File: src/rtl/ksct_pkg.sv
// shared types, constants and codes of the keyed stock counter table
package ksct_pkg;

  localparam int unsigned ENTRIES_DEF  = 64;
  localparam int unsigned KEY_BITS_DEF = 16;

  localparam logic [7:0] MAX_STOCK_RST   = 8'd10;
  localparam logic [6:0] TABLE_LIMIT_RST = 7'd60;

  localparam logic REG_MAX_STOCK   = 1'b0;
  localparam logic REG_TABLE_LIMIT = 1'b1;

  localparam logic [1:0] MODE_ADD     = 2'd0;
  localparam logic [1:0] MODE_REFILL  = 2'd1;
  localparam logic [1:0] MODE_CONSUME = 2'd2;

  localparam logic [2:0] ST_OK      = 3'd0;
  localparam logic [2:0] ST_DUP     = 3'd1;
  localparam logic [2:0] ST_FULL    = 3'd2;
  localparam logic [2:0] ST_MISSING = 3'd3;
  localparam logic [2:0] ST_EMPTY   = 3'd4;

  typedef struct packed {
    logic [1:0]  mode;
    logic [15:0] item_id;
    logic [15:0] amount;
  } req_t;

  typedef struct packed {
    logic [2:0] status;
    logic [7:0] stock_after;
  } rsp_t;

  typedef struct packed {
    logic [7:0] max_stock;
    logic [6:0] table_limit;
  } cfg_t;

endpackage

File: src/rtl/ksct_cfg.sv
// configuration registers behind the apb-style port
module ksct_cfg (
  input  logic              clk_i,
  input  logic              rst_ni,
  input  logic              psel,
  input  logic              penable,
  input  logic              pwrite,
  input  logic [2:0]        paddr,
  input  logic [31:0]       pwdata,
  output logic [31:0]       prdata,
  output logic              pready,
  output ksct_pkg::cfg_t    cfg_o
);
  import ksct_pkg::*;

  logic [7:0] max_stock_q;
  logic [6:0] table_limit_q;
  logic       wr_en;
  logic       reg_sel;

  assign wr_en   = psel && penable && pwrite;
  assign reg_sel = paddr[2];
  assign pready  = 1'b1;

  always_ff @(posedge clk_i or negedge rst_ni) begin
    if (!rst_ni) begin
      max_stock_q   <= MAX_STOCK_RST;
      table_limit_q <= TABLE_LIMIT_RST;
    end else if (wr_en) begin
      if (reg_sel == REG_MAX_STOCK) begin
        max_stock_q <= pwdata[7:0];
      end else begin
        table_limit_q <= pwdata[6:0];
      end
    end
  end

  always_comb begin
    if (reg_sel == REG_TABLE_LIMIT) begin
      prdata = {25'd0, table_limit_q};
    end else begin
      prdata = {24'd0, max_stock_q};
    end
  end

  assign cfg_o.max_stock   = max_stock_q;
  assign cfg_o.table_limit = table_limit_q;

endmodule

File: src/rtl/ksct_mem.sv
// entry store: key and stock per slot, one write and one registered read port
module ksct_mem #(
  parameter int unsigned ENTRIES  = ksct_pkg::ENTRIES_DEF,
  parameter int unsigned KEY_BITS = ksct_pkg::KEY_BITS_DEF,
  localparam int unsigned IdxW    = (ENTRIES > 1) ? $clog2(ENTRIES) : 1
) (
  input  logic                clk_i,
  input  logic                we_i,
  input  logic [IdxW-1:0]     waddr_i,
  input  logic [KEY_BITS-1:0] wkey_i,
  input  logic [7:0]          wstock_i,
  input  logic [IdxW-1:0]     raddr_i,
  output logic [KEY_BITS-1:0] rkey_o,
  output logic [7:0]          rstock_o
);
  logic [KEY_BITS+7:0] mem [ENTRIES];
  logic [KEY_BITS+7:0] rdata_q;

  always_ff @(posedge clk_i) begin
    if (we_i) begin
      mem[waddr_i] <= {wkey_i, wstock_i};
    end
  end

  always_ff @(posedge clk_i) begin
    rdata_q <= mem[raddr_i];
  end

  assign rkey_o   = rdata_q[KEY_BITS+7:8];
  assign rstock_o = rdata_q[7:0];

endmodule

File: src/rtl/ksct_engine.sv
// search, read-modify-write sequencer and result register
module ksct_engine #(
  parameter int unsigned ENTRIES  = ksct_pkg::ENTRIES_DEF,
  parameter int unsigned KEY_BITS = ksct_pkg::KEY_BITS_DEF,
  localparam int unsigned IdxW    = (ENTRIES > 1) ? $clog2(ENTRIES) : 1
) (
  input  logic                clk_i,
  input  logic                rst_ni,
  input  ksct_pkg::cfg_t      cfg_i,
  input  logic                in_valid_i,
  output logic                in_stall_o,
  input  ksct_pkg::req_t      in_req_i,
  output logic                out_valid_o,
  input  logic                out_stall_i,
  output ksct_pkg::rsp_t      out_rsp_o,
  output logic [IdxW-1:0]     mem_raddr_o,
  input  logic [KEY_BITS-1:0] mem_rkey_i,
  input  logic [7:0]          mem_rstock_i,
  output logic                mem_we_o,
  output logic [IdxW-1:0]     mem_waddr_o,
  output logic [KEY_BITS-1:0] mem_wkey_o,
  output logic [7:0]          mem_wstock_o
);
  import ksct_pkg::*;

  localparam int unsigned CntW = $clog2(ENTRIES + 1);
  localparam int unsigned CmpW = (CntW > 7) ? CntW : 7;

  typedef enum logic [1:0] {
    IDLE,
    SCAN,
    FINISH
  } state_e;

  state_e              state_q;
  logic [1:0]          mode_q;
  logic [KEY_BITS-1:0] key_q;
  logic [15:0]         amount_q;
  logic [CntW-1:0]     scan_q;
  logic                pend_q;
  logic [IdxW-1:0]     pend_idx_q;
  logic [CntW-1:0]     count_q;
  logic                found_q;
  logic [IdxW-1:0]     slot_q;
  logic [7:0]          stock_q;
  logic                out_vld_q;
  rsp_t                rsp_q;

  logic                match;
  logic                scan_more;
  logic                fire;
  logic                full;
  logic [7:0]          add_stock;
  logic [16:0]         sum;
  logic [7:0]          refill_stock;
  rsp_t                rsp_d;
  logic                wr_en;
  logic                count_inc;
  logic [IdxW-1:0]     wr_addr;
  logic [7:0]          wr_stock;

  assign match       = pend_q && (mem_rkey_i == key_q);
  assign scan_more   = scan_q < count_q;
  assign mem_raddr_o = scan_q[IdxW-1:0];
  assign fire        = (state_q == FINISH) && (!out_vld_q || !out_stall_i);

  assign full = (CmpW'(count_q) >= CmpW'(cfg_i.table_limit)) ||
                (count_q >= CntW'(ENTRIES));

  assign add_stock    = (amount_q > {8'd0, cfg_i.max_stock}) ? cfg_i.max_stock
                                                              : amount_q[7:0];
  assign sum          = {1'b0, amount_q} + {9'd0, stock_q};
  assign refill_stock = (sum > {9'd0, cfg_i.max_stock}) ? cfg_i.max_stock : sum[7:0];

  always_comb begin
    rsp_d.status      = ST_MISSING;
    rsp_d.stock_after = 8'd0;
    wr_en             = 1'b0;
    count_inc         = 1'b0;
    wr_addr           = slot_q;
    wr_stock          = stock_q;
    case (mode_q)
      MODE_ADD: begin
        if (found_q) begin
          rsp_d.status      = ST_DUP;
          rsp_d.stock_after = stock_q;
        end else if (full) begin
          rsp_d.status = ST_FULL;
        end else begin
          rsp_d.status      = ST_OK;
          rsp_d.stock_after = add_stock;
          wr_en             = 1'b1;
          count_inc         = 1'b1;
          wr_addr           = count_q[IdxW-1:0];
          wr_stock          = add_stock;
        end
      end
      MODE_REFILL: begin
        if (found_q) begin
          rsp_d.status      = ST_OK;
          rsp_d.stock_after = refill_stock;
          wr_en             = 1'b1;
          wr_stock          = refill_stock;
        end
      end
      MODE_CONSUME: begin
        if (found_q) begin
          if (stock_q != 8'd0) begin
            rsp_d.status      = ST_OK;
            rsp_d.stock_after = stock_q - 8'd1;
            wr_en             = 1'b1;
            wr_stock          = stock_q - 8'd1;
          end else begin
            rsp_d.status = ST_EMPTY;
          end
        end
      end
      default: begin
        rsp_d.status = ST_MISSING;
      end
    endcase
  end

  assign mem_we_o     = fire && wr_en;
  assign mem_waddr_o  = wr_addr;
  assign mem_wkey_o   = key_q;
  assign mem_wstock_o = wr_stock;

  always_ff @(posedge clk_i or negedge rst_ni) begin
    if (!rst_ni) begin
      state_q   <= IDLE;
      count_q   <= '0;
      out_vld_q <= 1'b0;
      pend_q    <= 1'b0;
      found_q   <= 1'b0;
      scan_q    <= '0;
    end else begin
      if (out_vld_q && !out_stall_i && !fire) begin
        out_vld_q <= 1'b0;
      end
      case (state_q)
        IDLE: begin
          if (in_valid_i) begin
            mode_q   <= in_req_i.mode;
            key_q    <= KEY_BITS'(in_req_i.item_id);
            amount_q <= in_req_i.amount;
            scan_q   <= '0;
            pend_q   <= 1'b0;
            found_q  <= 1'b0;
            state_q  <= (count_q == '0) ? FINISH : SCAN;
          end
        end
        SCAN: begin
          if (scan_more) begin
            scan_q     <= scan_q + 1'b1;
            pend_idx_q <= scan_q[IdxW-1:0];
            pend_q     <= 1'b1;
          end else begin
            pend_q <= 1'b0;
          end
          if (match) begin
            found_q <= 1'b1;
            slot_q  <= pend_idx_q;
            stock_q <= mem_rstock_i;
            state_q <= FINISH;
          end else if (pend_q && !scan_more) begin
            state_q <= FINISH;
          end
        end
        FINISH: begin
          if (fire) begin
            out_vld_q <= 1'b1;
            rsp_q     <= rsp_d;
            if (count_inc) begin
              count_q <= count_q + 1'b1;
            end
            state_q <= IDLE;
          end
        end
        default: begin
          state_q <= IDLE;
        end
      endcase
    end
  end

  assign in_stall_o  = (state_q != IDLE);
  assign out_valid_o = out_vld_q;
  assign out_rsp_o   = rsp_q;

  a_count_bound: assert property (@(posedge clk_i) disable iff (!rst_ni)
    count_q <= CntW'(ENTRIES))
    else $error("entry count above table depth");

  a_count_step: assert property (@(posedge clk_i) disable iff (!rst_ni)
    (count_q != $past(count_q)) |-> (count_q == $past(count_q) + 1'b1))
    else $error("entry count moved by other than one");

  a_result_source: assert property (@(posedge clk_i) disable iff (!rst_ni)
    $rose(out_vld_q) |-> ($past(state_q) == FINISH))
    else $error("result raised outside finish");

  a_write_finish: assert property (@(posedge clk_i) disable iff (!rst_ni)
    mem_we_o |=> (state_q == IDLE))
    else $error("store written without completing the transaction");

endmodule

File: src/rtl/keyed_stock_counter_table_core.sv
// top level of the keyed stock counter table
// an item is taken only while the sequencer is idle; the search reads one slot a cycle
// each request is registered in idle; the scan then reads the valid slots in order until a key
// matches or all are read (it is skipped with no entries), and finish registers the result
// a waiting result holds only the final step, so the next search runs meanwhile
// reset clears the entry count, the result valid and the sequencer and loads register defaults

module keyed_stock_counter_table_core #(
  parameter int unsigned ENTRIES  = ksct_pkg::ENTRIES_DEF,
  parameter int unsigned KEY_BITS = ksct_pkg::KEY_BITS_DEF
) (
  input  logic           clk_i,
  input  logic           rst_ni,
  input  logic           in_valid_i,
  output logic           in_stall_o,
  input  ksct_pkg::req_t in_req_i,
  output logic           out_valid_o,
  input  logic           out_stall_i,
  output ksct_pkg::rsp_t out_rsp_o,
  input  logic           psel,
  input  logic           penable,
  input  logic           pwrite,
  input  logic [2:0]     paddr,
  input  logic [31:0]    pwdata,
  output logic [31:0]    prdata,
  output logic           pready
);
  import ksct_pkg::*;

  localparam int unsigned IdxW = (ENTRIES > 1) ? $clog2(ENTRIES) : 1;

  cfg_t                cfg;
  logic [IdxW-1:0]     mem_raddr;
  logic [KEY_BITS-1:0] mem_rkey;
  logic [7:0]          mem_rstock;
  logic                mem_we;
  logic [IdxW-1:0]     mem_waddr;
  logic [KEY_BITS-1:0] mem_wkey;
  logic [7:0]          mem_wstock;

  ksct_cfg u_cfg (
    .clk_i   (clk_i),
    .rst_ni  (rst_ni),
    .psel    (psel),
    .penable (penable),
    .pwrite  (pwrite),
    .paddr   (paddr),
    .pwdata  (pwdata),
    .prdata  (prdata),
    .pready  (pready),
    .cfg_o   (cfg)
  );

  ksct_mem #(
    .ENTRIES  (ENTRIES),
    .KEY_BITS (KEY_BITS)
  ) u_mem (
    .clk_i    (clk_i),
    .we_i     (mem_we),
    .waddr_i  (mem_waddr),
    .wkey_i   (mem_wkey),
    .wstock_i (mem_wstock),
    .raddr_i  (mem_raddr),
    .rkey_o   (mem_rkey),
    .rstock_o (mem_rstock)
  );

  ksct_engine #(
    .ENTRIES  (ENTRIES),
    .KEY_BITS (KEY_BITS)
  ) u_engine (
    .clk_i        (clk_i),
    .rst_ni       (rst_ni),
    .cfg_i        (cfg),
    .in_valid_i   (in_valid_i),
    .in_stall_o   (in_stall_o),
    .in_req_i     (in_req_i),
    .out_valid_o  (out_valid_o),
    .out_stall_i  (out_stall_i),
    .out_rsp_o    (out_rsp_o),
    .mem_raddr_o  (mem_raddr),
    .mem_rkey_i   (mem_rkey),
    .mem_rstock_i (mem_rstock),
    .mem_we_o     (mem_we),
    .mem_waddr_o  (mem_waddr),
    .mem_wkey_o   (mem_wkey),
    .mem_wstock_o (mem_wstock)
  );

endmodule
File: config.mk
export PLATFORM = sky130hd
export DESIGN_NAME = keyed_stock_counter_table_core
export DESIGN_NICKNAME = d
export VERILOG_FILES = /design/src/rtl/ksct_pkg.sv /design/src/rtl/ksct_cfg.sv /design/src/rtl/ksct_mem.sv /design/src/rtl/ksct_engine.sv /design/src/rtl/keyed_stock_counter_table_core.sv
export SDC_FILE = /design/constraint.sdc
export NUM_CORES = 2
export LEC_CHECK = 0
export BUFFER_PORTS_ARGS = -buffer_cell sky130_fd_sc_hd__buf_2
export CAP_MARGIN = 20
export CORE_MARGIN = 4
export CORE_UTILIZATION = 65
export CTS_BUF_LIST = sky130_fd_sc_hd__clkbuf_16
export DETAILED_ROUTE_END_ITERATION = 10
export PLACE_DENSITY = 0.93
export SETUP_SLACK_MARGIN = 0.5
export SLEW_MARGIN = 15
export SYNTH_ARGS = -nofsm -noshare
export SYNTH_HDL_FRONTEND = slang
export SYNTH_SLANG_ARGS = --single-unit
File: constraint.sdc
create_clock -name clk_i -period 12.1 [get_ports clk_i]
set_clock_uncertainty 0.05 [all_clocks]
set_input_delay 2.42 -clock clk_i [delete_from_list [all_inputs] [get_ports clk_i]]
set_output_delay 2.42 -clock clk_i [all_outputs]
set_load 0.05 [all_outputs]
==> results_dict.tcl <==
set metrics [dict create \
    max_freq_mhz 176 \
    setup_tns_ns 0 \
    initial_utilization 0.658 \
    drt_wl_total_um 197000 \
    timing.slew.headroom 0.225 \
    drv_slew 0 \
    cts_resized 0 \
    startpoint "paddr[2]" \
    synth-edff-count 1601 \
    post-cts-setup-buffers 0 \
    fin_crit_sh 0.471 \
    pre_cts_ws_ns 6.42 \
    numPortBuffers 70 \
    timing.critical_path.to "prdata[0]" \
    synth_top_area_frac 0.740 \
    yosys_warnings 0 \
    via_count 35176 \
    ff2ff_path_depth 11 \
    hold_violations 0 \
    hpwl_um 98600 \
    grtUsageTotal 0.386 \
    cts.path.max_buffers 3 \
    avgSynthCellArea_um2 22.7 \
    overflow 0 \
    postRouteAntennaNets 0 \
    synth_cells 2859 \
    ys.flop_type "edfxtp_1" \
    yosys.area.top_type "edfxtp_1" \
    cap_violations 0 \
    holdCritPathClass "flip-flop to flip-flop" \
    die_w_um 324 \
    cp.required_ns 9.63 \
    wire_per_inst_um 43.9 \
    cp-start-kind "input port" \
    clk_pin_slew_ns 0.06 \
    cts_hold_buf 0 \
    setup_slack_ns 6.40 \
    status "finished clean" \
    worst_slew_pin_slew_ns 1.16 \
    critical_path_class "input port to primary output" \
    vdd_drop_max_v 0.000214 \
    rsz0062_at_grt "no" \
    ios 122 \
    drt_iter0_drc 6801 \
    power_density_mw_per_mm2 199 \
    core_area_mm2 0.0987 \
    num_rows 115 \
    cts_max_level 4 \
    yosys.cell_types.count 78 \
    vias_per_cell 7.84 \
    period_minus_slack_ns 5.70 \
    antenna_found_initial 35 \
    r2r-end "u_mem.mem[7][9]$_DFFE_PP_" \
    crit_arrival_ns 3.23 \
    drive_gt1_frac 0.314 \
    synthTopCellsByArea "edfxtp_1 (74%), mux4_2 (17%), dfrtp_1 (1.1%)" \
    async_flop_share 0.0205 \
    cp_max_fo 16 \
    power.leakage_nw 21.0 \
    nNetsFinal 3177 \
    grt_pass1_wl_um 275000 \
    place_congestion 0.906 \
    grt_max_degree 165 \
    cp-end-kind "primary output" \
    area_delta_synth_final_pct 11.4 \
    clock_sinks 1659 \
    post-route-drc-count 0 \
    yosysSeqAreaShare 0.761 \
    syn_area_mm2 0.0650 \
    first_pass_iters 10 \
    root_buffer "clkbuf_16" \
    die_area_mm2 0.105 \
    r2r_slack_ns 6.69 \
    cts_tree "built" \
    nFillCells 4868 \
    clkLatencyLatePin_ns 0.78 \
    finalSetupViolCount 0 \
    grt_pass1_vias 34322 \
    synth_seq_cells 1659 \
    r2r-start "u_engine.count_q[0]$_DFFE_PN0P_" \
    die_h_um 324 \
    cts_buffers 158 \
]
==> through the flow <==
step | instances | power (mW) | util | cell area [µm²] | hold slack [ns]
2_1_floorplan | 2882 | 8.55 | - | 65100 | 0.336
3_3_place_gp | 4181 | 9.16 | 0.682 | 67300 | 0.337
3_5_place_dp | 4181 | 9.36 | 0.682 | 67300 | 0.340
4_1_cts | 4462 | 14.3 | 0.732 | 72300 | 0.364
5_1_grt | 4468 | 14.7 | 0.733 | 72300 | 0.376
6_report | 4489 | 14.4 | 0.733 | 72400 | 0.366
==> cell usage in the layout (no fill, tap or decap), types with 10 or more instances in the layout <==
cell,n
edfxtp_1,1601
mux4_2,504
clkbuf_16,162
buf_4,104
inv_1,92
buf_2,70
nor2_2,56
nand2_1,50
ha_1,43
o21ai_0,35
a21oi_1,30
nor2_1,27
clkinv_1,27
conb_1,25
diode_2,24
dfxtp_1,24
dfrtp_1,22
clkinv_2,19
xnor2_1,18
mux2_2,16
nand4_1,14
bufinv_16,14
xor2_1,13
o211ai_1,12
nand3_1,10
mux2i_1,10
nor4_1,10
==> flip-flops by register name, indices dropped and copies added (netlist names) <==
name                  flops
u_engine.pend_q           1
u_engine.state_q          2
u_engine.amount_q        16
u_mem.rdata_q            24
u_engine.pend_idx_q       6
u_engine.scan_q           7
u_engine.count_q          7
u_engine.mem_wkey_o      16
u_engine.stock_q          8
u_cfg.max_stock_q         8
u_cfg.table_limit_q       7
u_mem.mem              1536
u_engine.out_rsp_o       11
u_engine.found_q          1
u_engine.slot_q           6
u_engine.mode_q           2
u_engine.out_valid_o      1
==> Yosys cell counts, types with 4 or more instances <==
cell      instances
nor2_1           83
a31oi_1           8
buf_1            18
a211o_1           4
or2_1             9
a21oi_1          30
dfxtp_1          24
o211ai_1         12
xnor2_1          18
mux2_2           16
buf_4            25
nand2_1          50
mux2i_1          10
a21o_1            9
inv_1            45
o21ai_1           4
nand4_1          14
nand2b_1          9
ha_1             43
nand4b_1          4
edfxtp_1       1601
nor3_1           17
o21ai_0          35
a211oi_1          4
dfstp_2           6
mux4_2          504
buf_2            36
nor2b_1           9
and2_1            4
nor4_1           10
dfrtp_1          28
xor2_1           13
nand3_1          10
clkbuf_1         83
==> critical path, cell delays in order <==
cell and delay (ns):
buf_2 0.23, mux2_2 0.36, buf_2 0.21
==> cell families after synthesis <==
group | count (synthesis) | share of synthesized area
DFF | 1659 | 0.761
muxes | 531 | 0.179
and+or+nand+nor | 244 | 0.0188
buffers and inverters | 210 | 0.0145
AOI/OAI and AO/OA | 138 | 0.0141
adders and majority gates | 44 | 0.00859
xor gates and xnor gates | 31 | 0.00418
other | 2 | 0.000116
==> worst min-delay path by stage <==
| stage | start | depth (start not counted) | to | slack (ns) |
|---|---|---|---|---|
| global route | u_mem.rdata_q[5]$_DFF_P_ | 0 | u_engine.stock_q[5]$_DFFE_PP_ | 0.38 |
| global placement | u_mem.rdata_q[7]$_DFF_P_ | 0 | u_engine.stock_q[7]$_DFFE_PP_ | 0.34 |
| floorplan | u_mem.rdata_q[0]$_DFF_P_ | 0 | u_engine.stock_q[0]$_DFFE_PP_ | 0.34 |
| CTS | u_mem.rdata_q[1]$_DFF_P_ | 0 | u_engine.stock_q[1]$_DFFE_PP_ | 0.36 |
| finish | u_mem.rdata_q[1]$_DFF_P_ | 0 | u_engine.stock_q[1]$_DFFE_PP_ | 0.37 |
| detailed placement | u_mem.rdata_q[5]$_DFF_P_ | 0 | u_engine.stock_q[5]$_DFFE_PP_ | 0.34 |
==> power by group <==
part | leakage [nW] | switching, mW | internal (mW)
Sequential | 13.4 | 0.168 | 6.39
Combinational | 4.96 | 1.60 | 1.27
Clock | 2.61 | 2.22 | 2.72
==> per-layer routing <==
| metal | vias up | routed length [µm] | track usage |
|---|---|---|---|
| li1 | 12482 | - | - |
| met1 | 17789 | 60100 | 0.484 |
| met2 | 3910 | 94000 | 0.602 |
| met3 | 977 | 26700 | 0.115 |
| met4 | 18 | 16400 | 0.243 |
| met5 | - | 138 | 0 |
==> final cells by class <==
cell class / count / area [µm²] / area share
tap: 1287 / 1610 / 0.0222
sequential: 1659 / 49400 / 0.683
inverter: 46 / 173 / 0.00239
clock buffer: 162 / 4050 / 0.0560
antenna: 24 / 60.1 / 0.000830
clock inverter: 119 / 912 / 0.0126
multi-input combinational: 1013 / 14900 / 0.206
timing repair buffer: 179 / 1250 / 0.0172
Power figures use the tool's default switching activity.
